## config.mk

```make
export PLATFORM = sky130hd
export DESIGN_NAME = load_cell_adc_serial_reader
export DESIGN_NICKNAME = d
export VERILOG_FILES = /design/src/hw/rtl/lcasr_pkg.sv /design/src/hw/rtl/lcasr_ctrl.sv /design/src/hw/rtl/lcasr_dp.sv /design/src/hw/rtl/load_cell_adc_serial_reader.sv
export SDC_FILE = /design/constraint.sdc
export NUM_CORES = 1
export LEC_CHECK = 0
export BUFFER_PORTS_ARGS = -buffer_cell sky130_fd_sc_hd__buf_2
export CORE_ASPECT_RATIO = 0.7
export CORE_MARGIN = 2
export CORE_UTILIZATION = 45
export CTS_CLUSTER_DIAMETER = 150
export DETAILED_ROUTE_END_ITERATION = 12
export PLACE_DENSITY = 0.73
export SLEW_MARGIN = 20
export SYNTH_ARGS = -nofsm -noshare
export SYNTH_HDL_FRONTEND = slang
export SYNTH_HIERARCHICAL = 1
export SYNTH_SLANG_ARGS = --single-unit
```

## constraint.sdc

```tcl
create_clock -name aclk -period 8.4 [get_ports aclk]
set_input_delay 1.68 -clock aclk [delete_from_list [all_inputs] [get_ports aclk]]
set_output_delay 1.68 -clock aclk [all_outputs]
set_load 0.05 [all_outputs]
```

## src/hw/rtl/lcasr_pkg.sv

```systemverilog
// Shared types, constants and helpers for the load-cell ADC serial reader.
// Used by lcasr_ctrl, lcasr_dp, the top level and the checker.
`timescale 1ns / 1ps

package lcasr_pkg;

    localparam int SAMPLE_BITS = 24;
    localparam int MAX_AVERAGE = 256;

    localparam int CNT_W    = $clog2(MAX_AVERAGE + 1);
    localparam int SUM_W    = SAMPLE_BITS + CNT_W;
    localparam int MAG_W    = SUM_W - 1;
    localparam int MEAN_W   = SAMPLE_BITS + 1;
    localparam int DIVC_W   = $clog2(MAG_W + 1);
    localparam int PULSE_W  = $clog2(SAMPLE_BITS + 4);
    localparam int HP_W     = 8;
    localparam int MODE_W   = 2;
    localparam int CFG_W    = SAMPLE_BITS;
    localparam int CIDX_W   = 3;

    localparam int IN_TDATA_W  = 8;
    localparam int OUT_BITS    = 1 + SAMPLE_BITS + MEAN_W;
    localparam int OUT_TDATA_W = ((OUT_BITS + 7) / 8) * 8;
    localparam int OUT_TUSER_W = 2;

    // register indexes
    localparam logic [CIDX_W-1:0] REG_MODE        = 3'd0;
    localparam logic [CIDX_W-1:0] REG_HALF_PERIOD = 3'd1;
    localparam logic [CIDX_W-1:0] REG_AVG_COUNT   = 3'd2;
    localparam logic [CIDX_W-1:0] REG_OFS_A_HIGH  = 3'd3;
    localparam logic [CIDX_W-1:0] REG_OFS_A_LOW   = 3'd4;
    localparam logic [CIDX_W-1:0] REG_OFS_B       = 3'd5;

    // conversion modes
    localparam logic [MODE_W-1:0] MODE_A128 = 2'd0;
    localparam logic [MODE_W-1:0] MODE_B32  = 2'd1;
    localparam logic [MODE_W-1:0] MODE_A64  = 2'd2;

    // serial phases
    localparam logic [1:0] PH_WAIT = 2'd0;
    localparam logic [1:0] PH_HIGH = 2'd1;
    localparam logic [1:0] PH_LOW  = 2'd2;

    typedef struct packed {
        logic tick_en;
        logic div_en;
        logic mean_load;
    } lcasr_cmd_t;

    typedef struct packed {
        logic mean_due;
        logic div_done;
    } lcasr_sts_t;

    function automatic logic [MODE_W-1:0] eff_mode(input logic [MODE_W-1:0] m);
        eff_mode = (m > MODE_A64) ? MODE_A64 : m;
    endfunction

endpackage

```

## src/hw/rtl/lcasr_ctrl.sv

```systemverilog
// Controller: stream handshakes and the run/divide sequencing.
// Depends on lcasr_pkg; drives lcasr_dp through command and status structs.
`timescale 1ns / 1ps

module lcasr_ctrl (
    input  logic                   aclk,
    input  logic                   aresetn,
    input  logic                   s_tvalid,
    output logic                   s_tready,
    output logic                   m_tvalid,
    input  logic                   m_tready,
    input  lcasr_pkg::lcasr_sts_t  sts,
    output lcasr_pkg::lcasr_cmd_t  cmd
);
    import lcasr_pkg::*;

    localparam logic ST_RUN = 1'b0;
    localparam logic ST_DIV = 1'b1;

    logic state_reg, state_next;
    logic m_tvalid_reg, m_tvalid_next;
    logic out_free;

    assign out_free = !m_tvalid_reg || m_tready;
    assign s_tready = (state_reg == ST_RUN) && out_free;
    assign m_tvalid = m_tvalid_reg;

    always_comb begin
        cmd.tick_en   = s_tvalid && s_tready;
        cmd.div_en    = (state_reg == ST_DIV) && !sts.div_done;
        cmd.mean_load = (state_reg == ST_DIV) && sts.div_done;

        state_next = state_reg;
        unique case (state_reg)
            ST_RUN: begin
                if (cmd.tick_en && sts.mean_due) begin
                    state_next = ST_DIV;
                end
            end
            default: begin
                if (cmd.mean_load) begin
                    state_next = ST_RUN;
                end
            end
        endcase

        priority if ((cmd.tick_en && !sts.mean_due) || cmd.mean_load) begin
            m_tvalid_next = 1'b1;
        end else if (m_tready) begin
            m_tvalid_next = 1'b0;
        end else begin
            m_tvalid_next = m_tvalid_reg;
        end
    end

    always_ff @(posedge aclk) begin
        if (!aresetn) begin
            state_reg    <= ST_RUN;
            m_tvalid_reg <= 1'b0;
        end else begin
            state_reg    <= state_next;
            m_tvalid_reg <= m_tvalid_next;
        end
    end

endmodule

```

## src/hw/rtl/lcasr_dp.sv

```systemverilog
// Datapath: config registers, serial clock/shift logic, sample accumulator,
// restoring divider for the mean and the result registers. Depends on lcasr_pkg.
`timescale 1ns / 1ps

module lcasr_dp (
    input  logic                                    aclk,
    input  logic                                    aresetn,
    input  logic                                    cfg_wr_en,
    input  logic [lcasr_pkg::CIDX_W-1:0]            cfg_index,
    input  logic [lcasr_pkg::CFG_W-1:0]             cfg_wr_data,
    input  logic                                    data_level,
    input  lcasr_pkg::lcasr_cmd_t                   cmd,
    output lcasr_pkg::lcasr_sts_t                   sts,
    output logic                                    clock_level,
    output logic                                    sample_valid,
    output logic [lcasr_pkg::SAMPLE_BITS-1:0]       raw_sample,
    output logic                                    mean_valid,
    output logic [lcasr_pkg::MEAN_W-1:0]            mean_value
);
    import lcasr_pkg::*;

    // configuration
    logic [MODE_W-1:0]      mode_reg;
    logic [HP_W-1:0]        half_period_reg;
    logic [CNT_W-1:0]       avg_count_reg;
    logic [SAMPLE_BITS-1:0] ofs_a_high_reg;
    logic [SAMPLE_BITS-1:0] ofs_a_low_reg;
    logic [SAMPLE_BITS-1:0] ofs_b_reg;

    // serial state
    logic [1:0]             phase_reg, phase_next;
    logic [HP_W-1:0]        tick_count_reg, tick_count_next;
    logic [PULSE_W-1:0]     pulse_count_reg, pulse_count_next;
    logic [SAMPLE_BITS-1:0] shift_bits_reg, shift_bits_next;
    logic [MODE_W-1:0]      conv_mode_reg, conv_mode_next;
    logic [SUM_W-1:0]       sample_sum_reg;
    logic [CNT_W-1:0]       sample_count_reg;

    // divider
    logic [MAG_W-1:0]       quo_reg;
    logic [CNT_W-1:0]       rem_reg;
    logic [CNT_W-1:0]       dvs_reg;
    logic                   neg_reg;
    logic [SAMPLE_BITS-1:0] off_reg;
    logic [DIVC_W-1:0]      div_cnt_reg;

    // result registers
    logic                   out_clk_reg;
    logic                   out_sv_reg;
    logic [SAMPLE_BITS-1:0] out_raw_reg;
    logic                   out_mv_reg;
    logic [MEAN_W-1:0]      out_mean_reg;

    logic [HP_W-1:0]        hp;
    logic [HP_W-1:0]        tick_inc;
    logic [PULSE_W-1:0]     pulse_inc;
    logic [PULSE_W-1:0]     pulse_limit;
    logic                   clk_lvl;
    logic                   sample_emit;
    logic [SUM_W-1:0]       sum_add;
    logic [CNT_W-1:0]       count_inc;
    logic [CNT_W-1:0]       cnt_eff;
    logic [MAG_W-1:0]       sum_mag;
    logic [SUM_W-1:0]       sum_neg;
    logic [MODE_W-1:0]      done_mode;
    logic [SAMPLE_BITS-1:0] off_sel;
    logic [CNT_W:0]         rem_sh;
    logic [CNT_W:0]         rem_sub;
    logic                   rem_ge;
    logic [MEAN_W-1:0]      quo_tr;
    logic [MEAN_W-1:0]      quo_s;
    logic [MEAN_W-1:0]      mean_calc;

    always_ff @(posedge aclk) begin
        if (!aresetn) begin
            mode_reg        <= MODE_A128;
            half_period_reg <= HP_W'(4);
            avg_count_reg   <= CNT_W'(160);
            ofs_a_high_reg  <= '0;
            ofs_a_low_reg   <= '0;
            ofs_b_reg       <= '0;
        end else if (cfg_wr_en) begin
            unique case (cfg_index)
                REG_MODE:        mode_reg        <= cfg_wr_data[MODE_W-1:0];
                REG_HALF_PERIOD: half_period_reg <= cfg_wr_data[HP_W-1:0];
                REG_AVG_COUNT:   avg_count_reg   <= cfg_wr_data[CNT_W-1:0];
                REG_OFS_A_HIGH:  ofs_a_high_reg  <= cfg_wr_data[SAMPLE_BITS-1:0];
                REG_OFS_A_LOW:   ofs_a_low_reg   <= cfg_wr_data[SAMPLE_BITS-1:0];
                REG_OFS_B:       ofs_b_reg       <= cfg_wr_data[SAMPLE_BITS-1:0];
                default: ;
            endcase
        end
    end

    always_comb begin
        hp        = (half_period_reg == '0) ? HP_W'(1) : half_period_reg;
        tick_inc  = tick_count_reg + HP_W'(1);
        pulse_inc = pulse_count_reg + PULSE_W'(1);

        phase_next       = phase_reg;
        tick_count_next  = tick_count_reg;
        pulse_count_next = pulse_count_reg;
        shift_bits_next  = shift_bits_reg;
        conv_mode_next   = conv_mode_reg;
        clk_lvl          = 1'b0;
        sample_emit      = 1'b0;
        pulse_limit      = '0;

        unique case (phase_reg)
            PH_WAIT: begin
                if (!data_level) begin
                    phase_next       = PH_HIGH;
                    tick_count_next  = '0;
                    pulse_count_next = '0;
                    shift_bits_next  = '0;
                end
            end
            PH_HIGH: begin
                clk_lvl = 1'b1;
                if (tick_inc >= hp) begin
                    tick_count_next = '0;
                    phase_next      = PH_LOW;
                end else begin
                    tick_count_next = tick_inc;
                end
            end
            default: begin
                if (tick_inc >= hp) begin
                    tick_count_next  = '0;
                    pulse_count_next = pulse_inc;
                    if (pulse_count_reg < PULSE_W'(SAMPLE_BITS)) begin
                        shift_bits_next = {shift_bits_reg[SAMPLE_BITS-2:0], data_level};
                        if (pulse_inc == PULSE_W'(SAMPLE_BITS)) begin
                            sample_emit    = 1'b1;
                            conv_mode_next = eff_mode(mode_reg);
                        end
                    end
                    pulse_limit = PULSE_W'(SAMPLE_BITS) + PULSE_W'(conv_mode_next)
                                + PULSE_W'(1);
                    phase_next  = (pulse_count_next >= pulse_limit) ? PH_WAIT : PH_HIGH;
                end else begin
                    tick_count_next = tick_inc;
                end
            end
        endcase
    end

    always_comb begin
        sum_add   = sample_sum_reg
                  + {{(SUM_W-SAMPLE_BITS){shift_bits_next[SAMPLE_BITS-1]}}, shift_bits_next};
        count_inc = sample_count_reg + CNT_W'(1);
        priority if (avg_count_reg == '0) begin
            cnt_eff = CNT_W'(1);
        end else if (avg_count_reg > CNT_W'(MAX_AVERAGE)) begin
            cnt_eff = CNT_W'(MAX_AVERAGE);
        end else begin
            cnt_eff = avg_count_reg;
        end
        sts.mean_due = sample_emit && (count_inc >= cnt_eff);

        sum_neg = -sum_add;
        sum_mag = sum_add[SUM_W-1] ? sum_neg[MAG_W-1:0] : sum_add[MAG_W-1:0];

        done_mode = eff_mode(conv_mode_reg);
        unique case (done_mode)
            MODE_A128: off_sel = ofs_a_high_reg;
            MODE_B32:  off_sel = ofs_b_reg;
            default:   off_sel = ofs_a_low_reg;
        endcase

        rem_sh  = {rem_reg, quo_reg[MAG_W-1]};
        rem_ge  = rem_sh >= {1'b0, dvs_reg};
        rem_sub = rem_sh - {1'b0, dvs_reg};
        sts.div_done = (div_cnt_reg == '0);

        quo_tr    = quo_reg[MEAN_W-1:0];
        quo_s     = neg_reg ? -quo_tr : quo_tr;
        mean_calc = quo_s - {{(MEAN_W-SAMPLE_BITS){off_reg[SAMPLE_BITS-1]}}, off_reg};
    end

    always_ff @(posedge aclk) begin
        if (!aresetn) begin
            phase_reg        <= PH_WAIT;
            tick_count_reg   <= '0;
            pulse_count_reg  <= '0;
            shift_bits_reg   <= '0;
            conv_mode_reg    <= MODE_A128;
            sample_sum_reg   <= '0;
            sample_count_reg <= '0;
            div_cnt_reg      <= '0;
        end else begin
            if (cmd.tick_en) begin
                phase_reg       <= phase_next;
                tick_count_reg  <= tick_count_next;
                pulse_count_reg <= pulse_count_next;
                shift_bits_reg  <= shift_bits_next;
                conv_mode_reg   <= conv_mode_next;
                if (sample_emit) begin
                    if (sts.mean_due) begin
                        sample_sum_reg   <= '0;
                        sample_count_reg <= '0;
                        div_cnt_reg      <= DIVC_W'(MAG_W);
                    end else begin
                        sample_sum_reg   <= sum_add;
                        sample_count_reg <= count_inc;
                    end
                end
            end else if (cmd.div_en) begin
                div_cnt_reg <= div_cnt_reg - DIVC_W'(1);
            end
        end
    end

    // divider operands and steps
    always_ff @(posedge aclk) begin
        if (cmd.tick_en && sts.mean_due) begin
            quo_reg <= sum_mag;
            rem_reg <= '0;
            dvs_reg <= count_inc;
            neg_reg <= sum_add[SUM_W-1];
            off_reg <= off_sel;
        end else if (cmd.div_en) begin
            quo_reg <= {quo_reg[MAG_W-2:0], rem_ge};
            rem_reg <= rem_ge ? rem_sub[CNT_W-1:0] : rem_sh[CNT_W-1:0];
        end
    end

    always_ff @(posedge aclk) begin
        if (cmd.tick_en) begin
            out_clk_reg  <= clk_lvl;
            out_sv_reg   <= sample_emit;
            out_raw_reg  <= sample_emit ? shift_bits_next : '0;
            out_mv_reg   <= 1'b0;
            out_mean_reg <= '0;
        end else if (cmd.mean_load) begin
            out_mv_reg   <= 1'b1;
            out_mean_reg <= mean_calc;
        end
    end

    assign clock_level  = out_clk_reg;
    assign sample_valid = out_sv_reg;
    assign raw_sample   = out_raw_reg;
    assign mean_valid   = out_mv_reg;
    assign mean_value   = out_mean_reg;

endmodule

```

## src/hw/rtl/load_cell_adc_serial_reader.sv

```systemverilog
// Top level of the load-cell ADC serial reader.
// Instantiates lcasr_ctrl and lcasr_dp; depends on lcasr_pkg.
//
// Usage: each input beat on s_ is one tick carrying the sampled level of the
// converter data pin (s_tdata bit 0). Each input beat produces exactly one
// output beat on m_ carrying the serial clock level to drive for that tick,
// plus the raw 24-bit sample on the tick a conversion completes and the
// offset-corrected mean on the tick a group of samples completes.
// Config writes (cfg_wr_en, cfg_index, cfg_wr_data) take effect at the clock
// edge; write only while no beat is outstanding.
// Latency: for ordinary ticks the output beat is registered and offered in the cycle
// after the input beat is taken. A tick that completes a mean first runs
// sum / count through the one-bit-per-cycle restoring divider, then loads the result.
// Throughput: one tick per cycle, apart from the divider stall on mean ticks and output back-pressure.
// The output register decouples the sides: a new beat is taken in the cycle
// the held result is consumed. If m_tready stays low, s_tready drops and the
// serial state holds.
// Reset (aresetn low, synchronous) restores register defaults, returns to
// waiting for data low and clears the accumulator; no reset sweep is needed.
`timescale 1ns / 1ps

module load_cell_adc_serial_reader (
    input  logic                                aclk,
    input  logic                                aresetn,
    input  logic                                cfg_wr_en,
    input  logic [lcasr_pkg::CIDX_W-1:0]        cfg_index,
    input  logic [lcasr_pkg::CFG_W-1:0]         cfg_wr_data,
    input  logic                                s_tvalid,
    output logic                                s_tready,
    input  logic [lcasr_pkg::IN_TDATA_W-1:0]    s_tdata,   // [0] data_level
    output logic                                m_tvalid,
    input  logic                                m_tready,
    // [0] clock_level, [24:1] raw_sample, [49:25] mean_value, rest zero
    output logic [lcasr_pkg::OUT_TDATA_W-1:0]   m_tdata,
    output logic [lcasr_pkg::OUT_TUSER_W-1:0]   m_tuser    // [0] sample_valid, [1] mean_valid
);
    import lcasr_pkg::*;

    lcasr_cmd_t             cmd;
    lcasr_sts_t             sts;
    logic                   clock_level;
    logic                   sample_valid;
    logic [SAMPLE_BITS-1:0] raw_sample;
    logic                   mean_valid;
    logic [MEAN_W-1:0]      mean_value;

    lcasr_ctrl u_ctrl (
        .aclk     (aclk),
        .aresetn  (aresetn),
        .s_tvalid (s_tvalid),
        .s_tready (s_tready),
        .m_tvalid (m_tvalid),
        .m_tready (m_tready),
        .sts      (sts),
        .cmd      (cmd)
    );

    lcasr_dp u_dp (
        .aclk         (aclk),
        .aresetn      (aresetn),
        .cfg_wr_en    (cfg_wr_en),
        .cfg_index    (cfg_index),
        .cfg_wr_data  (cfg_wr_data),
        .data_level   (s_tdata[0]),
        .cmd          (cmd),
        .sts          (sts),
        .clock_level  (clock_level),
        .sample_valid (sample_valid),
        .raw_sample   (raw_sample),
        .mean_valid   (mean_valid),
        .mean_value   (mean_value)
    );

    assign m_tdata = {{(OUT_TDATA_W-OUT_BITS){1'b0}}, mean_value, raw_sample, clock_level};
    assign m_tuser = {mean_valid, sample_valid};

endmodule

```

==> results.yml, run 1 <==
outcome:
  status: "finished clean"
power_and_ir_drop:
  power.density_mw_per_mm2: 161
  peakVddDrop_v: 0.000147
  p_leak_uw: 0.00820
place:
  dp.cells: 2626
  gp_congestion: 0.922
  port_buffers: 86
  dpl.hpwl_um: 31400
floorplan:
  die_area_mm2: 0.0419
  core_area_mm2: 0.0397
  ios: 100
  die_h_um: 172
  initial_core_util_pct: 45.6
  rows: 61
  die_w_um: 244
timing:
  fin_worst_skew_ps: 15.8
  worst_slew_pin_slew_ps: 1110
  finalHoldViolations: 0
  maxSlewHeadroom_pct: 26.1
  setup_viol: 0
  min_period_over_period_pct: 92.4
  report.final.slew_viol_count: 0
  min_period_ps: 7760
  fin_tns_setup_ps: 0
  timing.hold.ws_ps: 463
  rsz0062_at_grt: "false"
  fmax_ghz: 0.129
routing:
  drt_first_pass_iters: 5
  wl_per_cell_um: 16.4
  route.antenna.remaining_nets: 0
  drc: 0
  via_per_inst: 5.51
  routed_wirelength_um: 44100
  vias: 14800
  detail_route.iter0.violations: 1250
cts:
  cts-resized-gates: 0
  clk_pin_slew_worst_paths_ps: 60
  postCtsHoldBufs: 0
  cts_setup_buffers: 0
  htreeDepth: 1
  cts_root_buffer: "clkbuf_16"
  cts_buffers: 31
  cts_tree: "yes"
  cts_buffer_depth: 3
  insertion_delay_ps: 590
  cts.sinks: 309
critical_path:
  critPathMaxFanout: 13
  worst_ep_required_time_ps: 8720
  cp-start-kind: "flop"
  path_class: "flop to flop"
  worstPathArrival_ps: 8090
  critical_path.endpoint_type: "flop"
final_layout:
  largest_reg_flops: 33
  num_antenna_cells: 0
  final_common_cell: "nand2_1"
  syn_to_final_growth_pct: 10.2
  fin_util_pct: 50.3
  fin_cells: 2684
  nNetsFinal: 2261
  layout_common_cells: "nand2_1, dfxtp_1, nor2_1, a21boi_0, ha_1"
  drive_gt1_share_pct: 9.77
global_route:
  grt_antenna_before_repair: 0
  grt_overflow: 0
  grt_max_degree: 141
  grt_pass1_wl_um: 71200
  track_usage_pct: 20.6
  grt_pass1_vias: 14000
logic_synthesis:
  synth_edf_count: 92
  ys.flop_type: "dfxtp_1"
  async_reset_ff_share_pct: 0
  ys_seq_area_share_pct: 39.2
  synth_cells: 2092
  avgSynthCellArea_um2: 8.66
  synth_seq_cells: 309
  yosysWarnings: 6
  syn_area_mm2: 0.0181
  synth_cell_types: 86
job:
  cap_violations: 0
worst_hold_path:
  hp-class: "flop to flop"
worst paths after layout:
check                                             from                  end  slack [ps]  depth (start not counted)
worst max-delay path            u_dp/tick_count_reg[2]     u_dp/quo_reg[30]         640                         24
worst min-delay path               u_dp/mean_value[23]  u_dp/mean_value[23]         460                          2
worst max register to register  u_dp/tick_count_reg[2]     u_dp/quo_reg[30]         640                         24
worst min register to register     u_dp/mean_value[23]  u_dp/mean_value[23]         460                          2
power breakdown:
part,switching (µW),internal (µW)
logic,169,88.7
registers,15.4,1550
clock network,605,790
worst max-delay path, stage by stage (launching register included):
cell	delay, ps
dfxtp_1	390
and3_1	220
nand3_1	180
or2_2	350
xnor2_1	160
ha_1	310
nand2_1	70
or4_1	480
nand2_1	450
buf_4	320
mux2_2	360
a22oi_1	240
inv_1	90
ha_1	420
nand4_1	180
a2111oi_0	880
nand2_1	190
nand2_1	150
xnor2_1	230
o21ai_1	240
nor4b_1	760
nand4_1	310
o21ai_1	270
xor2_1	170
o21ai_1	70
cell type report:
class,count,area (µm²)
fillers,3719,19700
multi-input cells,1583,10200
flip-flops and latches,309,7110
clock buffers,38,822
well taps,535,669
repair buffers,106,587
inverters,93,349
clock inverters,20,194
synth_stat cells, drive strengths merged, types with 4 or more instances:
| cell | instances | area (µm²) |
|---|---|---|
| xor2 | 40 | 358 |
| or4 | 9 | 67.6 |
| o211a | 30 | 300 |
| a311oi | 5 | 43.8 |
| mux2 | 25 | 282 |
| o21bai | 6 | 45.0 |
| nor2 | 139 | 522 |
| nand4 | 8 | 56.3 |
| a211oi | 18 | 165 |
| o31ai | 13 | 108 |
| buf | 26 | 144 |
| nor4b | 5 | 65.1 |
| o211ai | 11 | 92.6 |
| nand2 | 391 | 1480 |
| and2 | 14 | 90.1 |
| dfxtp | 217 | 4340 |
| nor2b | 43 | 269 |
| xnor2 | 81 | 717 |
| a31oi | 13 | 81.3 |
| mux2i | 53 | 531 |
| o21ai | 121 | 606 |
| nand2b | 21 | 131 |
| o21a | 6 | 46.3 |
| clkbuf | 86 | 323 |
| nor3b | 6 | 45.0 |
| o41ai | 5 | 51.3 |
| or2 | 6 | 37.5 |
| nor3 | 24 | 120 |
| nand3 | 57 | 285 |
| a21boi | 121 | 908 |
| a2111oi | 4 | 60.1 |
| and3 | 11 | 68.8 |
| edfxtp | 92 | 2760 |
| a21oi | 72 | 360 |
| or3 | 9 | 56.3 |
| a22oi | 34 | 255 |
| a21o | 41 | 308 |
| nor4 | 7 | 43.8 |
| inv | 92 | 345 |
| ha | 94 | 1180 |
per-stage QoR:
step / instance area (µm²) / worst slack (ps) / total power, µW
6_report: 19900 / 637 / 3220
3_3_place_gp: 18900 / 1130 / 1850
2_1_floorplan: 18100 / 1960 / 1790
5_1_grt: 19900 / 241 / 3340
4_1_cts: 19900 / 856 / 3250
3_5_place_dp: 18900 / 939 / 1860
per-layer routing:
| metal | track usage (%) | part of all wire [%] | routed length, µm |
|---|---|---|---|
| met5 | 0 | 0 | 0 |
| met4 | 5.49 | 2.4 | 1050 |
| met3 | 2.96 | 5.0 | 2190 |
| met2 | 32.9 | 44 | 19600 |
| met1 | 29.2 | 48 | 21300 |
kinds of logic (layout without fill, tap and decap cells):
group           after synthesis  after routing  share of synthesized area (%)
simple gates                758            758                           18.8
compound gates              523            523                           20.1
flops                       309            309                           39.2
buf+inv                     205            257                           4.51
xor+xnor                    121            121                           5.94
fa+ha+maj                    97             97                           6.83
mux                          78             78                           4.48
other cells                   1              6                         0.0207
Power figures use the tool's default switching activity.
==> inputs of run 2 (changes only) <==
--- a/config.mk
+++ b/config.mk
@@ -6,9 +6,11 @@
 export NUM_CORES = 1
 export LEC_CHECK = 0
 export BUFFER_PORTS_ARGS = -buffer_cell sky130_fd_sc_hd__buf_2
+export CAP_MARGIN = 20
 export CORE_ASPECT_RATIO = 0.7
 export CORE_MARGIN = 2
 export CORE_UTILIZATION = 45
+export CTS_BUF_LIST = sky130_fd_sc_hd__clkbuf_4
 export CTS_CLUSTER_DIAMETER = 150
 export DETAILED_ROUTE_END_ITERATION = 12
 export PLACE_DENSITY = 0.73
==> results.yml, run 2 (synthesis results as in run 1) <==
outcome:
  status: "finished clean"
timing:
  setup_viol: 0
  fin_tns_setup_ps: 0
  report.final.slew_viol_count: 0
  fmax_ghz: 0.129
  min_period_over_period_pct: 92.6
  min_period_ps: 7780
  maxSlewHeadroom_pct: 25.2
  finalHoldViolations: 0
  rsz0062_at_grt: "false"
  worst_slew_pin_slew_ps: 1120
  fin_worst_skew_ps: 50.1
final_layout:
  fin_cells: 2773
  layout_common_cells: "nand2_1, dfxtp_1, nor2_1, a21boi_0, clkbuf_4"
  nFillCells: 3763
  syn_to_final_growth_pct: 10.4
  fin_util_pct: 50.4
  drive_gt1_share_pct: 13.0
  final_common_cell: "nand2_1"
  largest_reg_flops: 33
  nNetsFinal: 2310
critical_path:
  worstPathCellList: "and3_1, nand3_1, or2_2, xnor2_1, ha_1, nand2_1, or4_1, nand2_1, buf_4, mux2_2, a22oi_1, inv_1, ha_1, nand4_1, a2111oi_0, nand2_1, nand2_1, xnor2_1, o21ai_1, nor4b_1, nand4_2, o31ai_2, xor2_1, o21ai_1"
  cp-start-kind: "flop"
  critical-path-slowest-cell: "a2111oi_0"
  reg2reg_to: "u_dp/quo_reg[31]"
  worst_ep_required_time_ps: 8870
  critical_path.endpoint_type: "flop"
  ff2ff_setup_slack_ps: 620
  r2r_cells: 24
  critical_path.most_common_cell: "nand2_1"
  worstPathArrival_ps: 8250
  critPathMaxFanout: 13
  path_class: "flop to flop"
  worstReg2RegStart: "u_dp/tick_count_reg[0]"
  worst_path_largest_cell_delay_ps: 940
floorplan:
  rows: 61
  die_area_mm2: 0.0419
  die_h_um: 172
  ios: 100
  initial_core_util_pct: 45.6
  core_area_mm2: 0.0397
  die_w_um: 244
place:
  gp_congestion: 0.922
  dp.cells: 2626
  dpl.hpwl_um: 31400
  port_buffers: 86
routing:
  wl_per_cell_um: 16.1
  detail_route.iter0.violations: 1122
  drc: 0
  via_per_inst: 5.47
  routed_wirelength_um: 44600
  vias: 15200
  route.antenna.remaining_nets: 0
  drt_first_pass_iters: 6
job:
  cap_violations: 0
power_and_ir_drop:
  p_leak_uw: 0.00831
  power.density_mw_per_mm2: 159
  total_power_uw: 3170
  peakVddDrop_v: 0.000107
worst_hold_path:
  min_to: "u_dp/mean_value[23]"
  hp-class: "flop to flop"
  min_path_cells: 2
  hp-start: "u_dp/mean_value[23]"
global_route:
  grt_antenna_before_repair: 2
  track_usage_pct: 20.9
  grt_overflow: 0
  grt_max_degree: 141
  grt_pass1_vias: 14300
  grt_pass1_wl_um: 71600
cts:
  cts_tree: "yes"
  htreeDepth: 3
  insertion_delay_ps: 780
  cts_root_buffer: "clkbuf_4"
  cts-resized-gates: 0
  clk_pin_slew_worst_paths_ps: 60
  cts_buffer_depth: 3
  cts.sinks: 309
  cts_setup_buffers: 0
  postCtsHoldBufs: 0
  cts_buffers: 80
run 2: worst max-delay path: cells and delay by family, from the launching register on:
family          cells  cell delay, ps
fa+ha+maj           2             730
xor+xnor            3             580
buf+inv             2             400
simple gates       11            3270
flops               1             390
compound gates      5            1750
mux                 1             360
run 2: routing by layer:
| metal | GRT usage [%] | part of all wire (%) | vias up | wire [µm] |
|---|---|---|---|---|
| li1 | - | - | 7529 | - |
| met1 | 29.0 | 47 | 7097 | 21100 |
| met5 | 0 | 0 | - | 0 |
| met3 | 4.56 | 6.3 | 78 | 2810 |
| met4 | 6.87 | 2.1 | 0 | 948 |
| met2 | 32.4 | 44 | 458 | 19700 |
run 2: area by class of cell:
cell class              instances  area (µm²)  area share (%)
well taps                     535         669            3.35
repair buffers                106         587            2.93
flip-flops and latches        309        7110            35.6
clock inverters                28         179           0.895
clock buffers                 117         878            4.39
inverters                      93         349            1.75
diodes                          2        5.00          0.0250
multi-input cells            1583       10200            51.1
run 2: power by group:
part	leakage, µW	internal (µW)	switching [µW]	total (µW)
sequential	0.00248	1550	15.4	1570
clock	0.000620	706	641	1350
combinational	0.00521	88.7	170	258
total	0.00831	2350	826	3170
run 2: worst max-delay path by stage:
| stage | endpoint | slack, ps | startpoint | cells past startpoint |
|---|---|---|---|---|
| floorplan | u_dp/quo_reg[20] | 1960 | u_dp/tick_count_reg[0] | 23 |
| global placement | u_dp/quo_reg[31] | 1130 | u_dp/tick_count_reg[0] | 24 |
| detailed placement | u_dp/quo_reg[31] | 940 | u_dp/tick_count_reg[0] | 24 |
| CTS | u_dp/quo_reg[31] | 880 | u_dp/tick_count_reg[0] | 24 |
| global route | u_dp/quo_reg[31] | 300 | u_dp/tick_count_reg[0] | 24 |
| finish | u_dp/quo_reg[31] | 620 | u_dp/tick_count_reg[0] | 24 |
run 2: stage by stage:
stage               setup slack (ps)  hold WS, ps  instance area [µm²]
CTS                              877          459                20000
global route                     302          479                20000
global placement                1130          440                18900
floorplan                       1960          436                18100
detailed placement               939          445                18900
finish                           620          455                20000
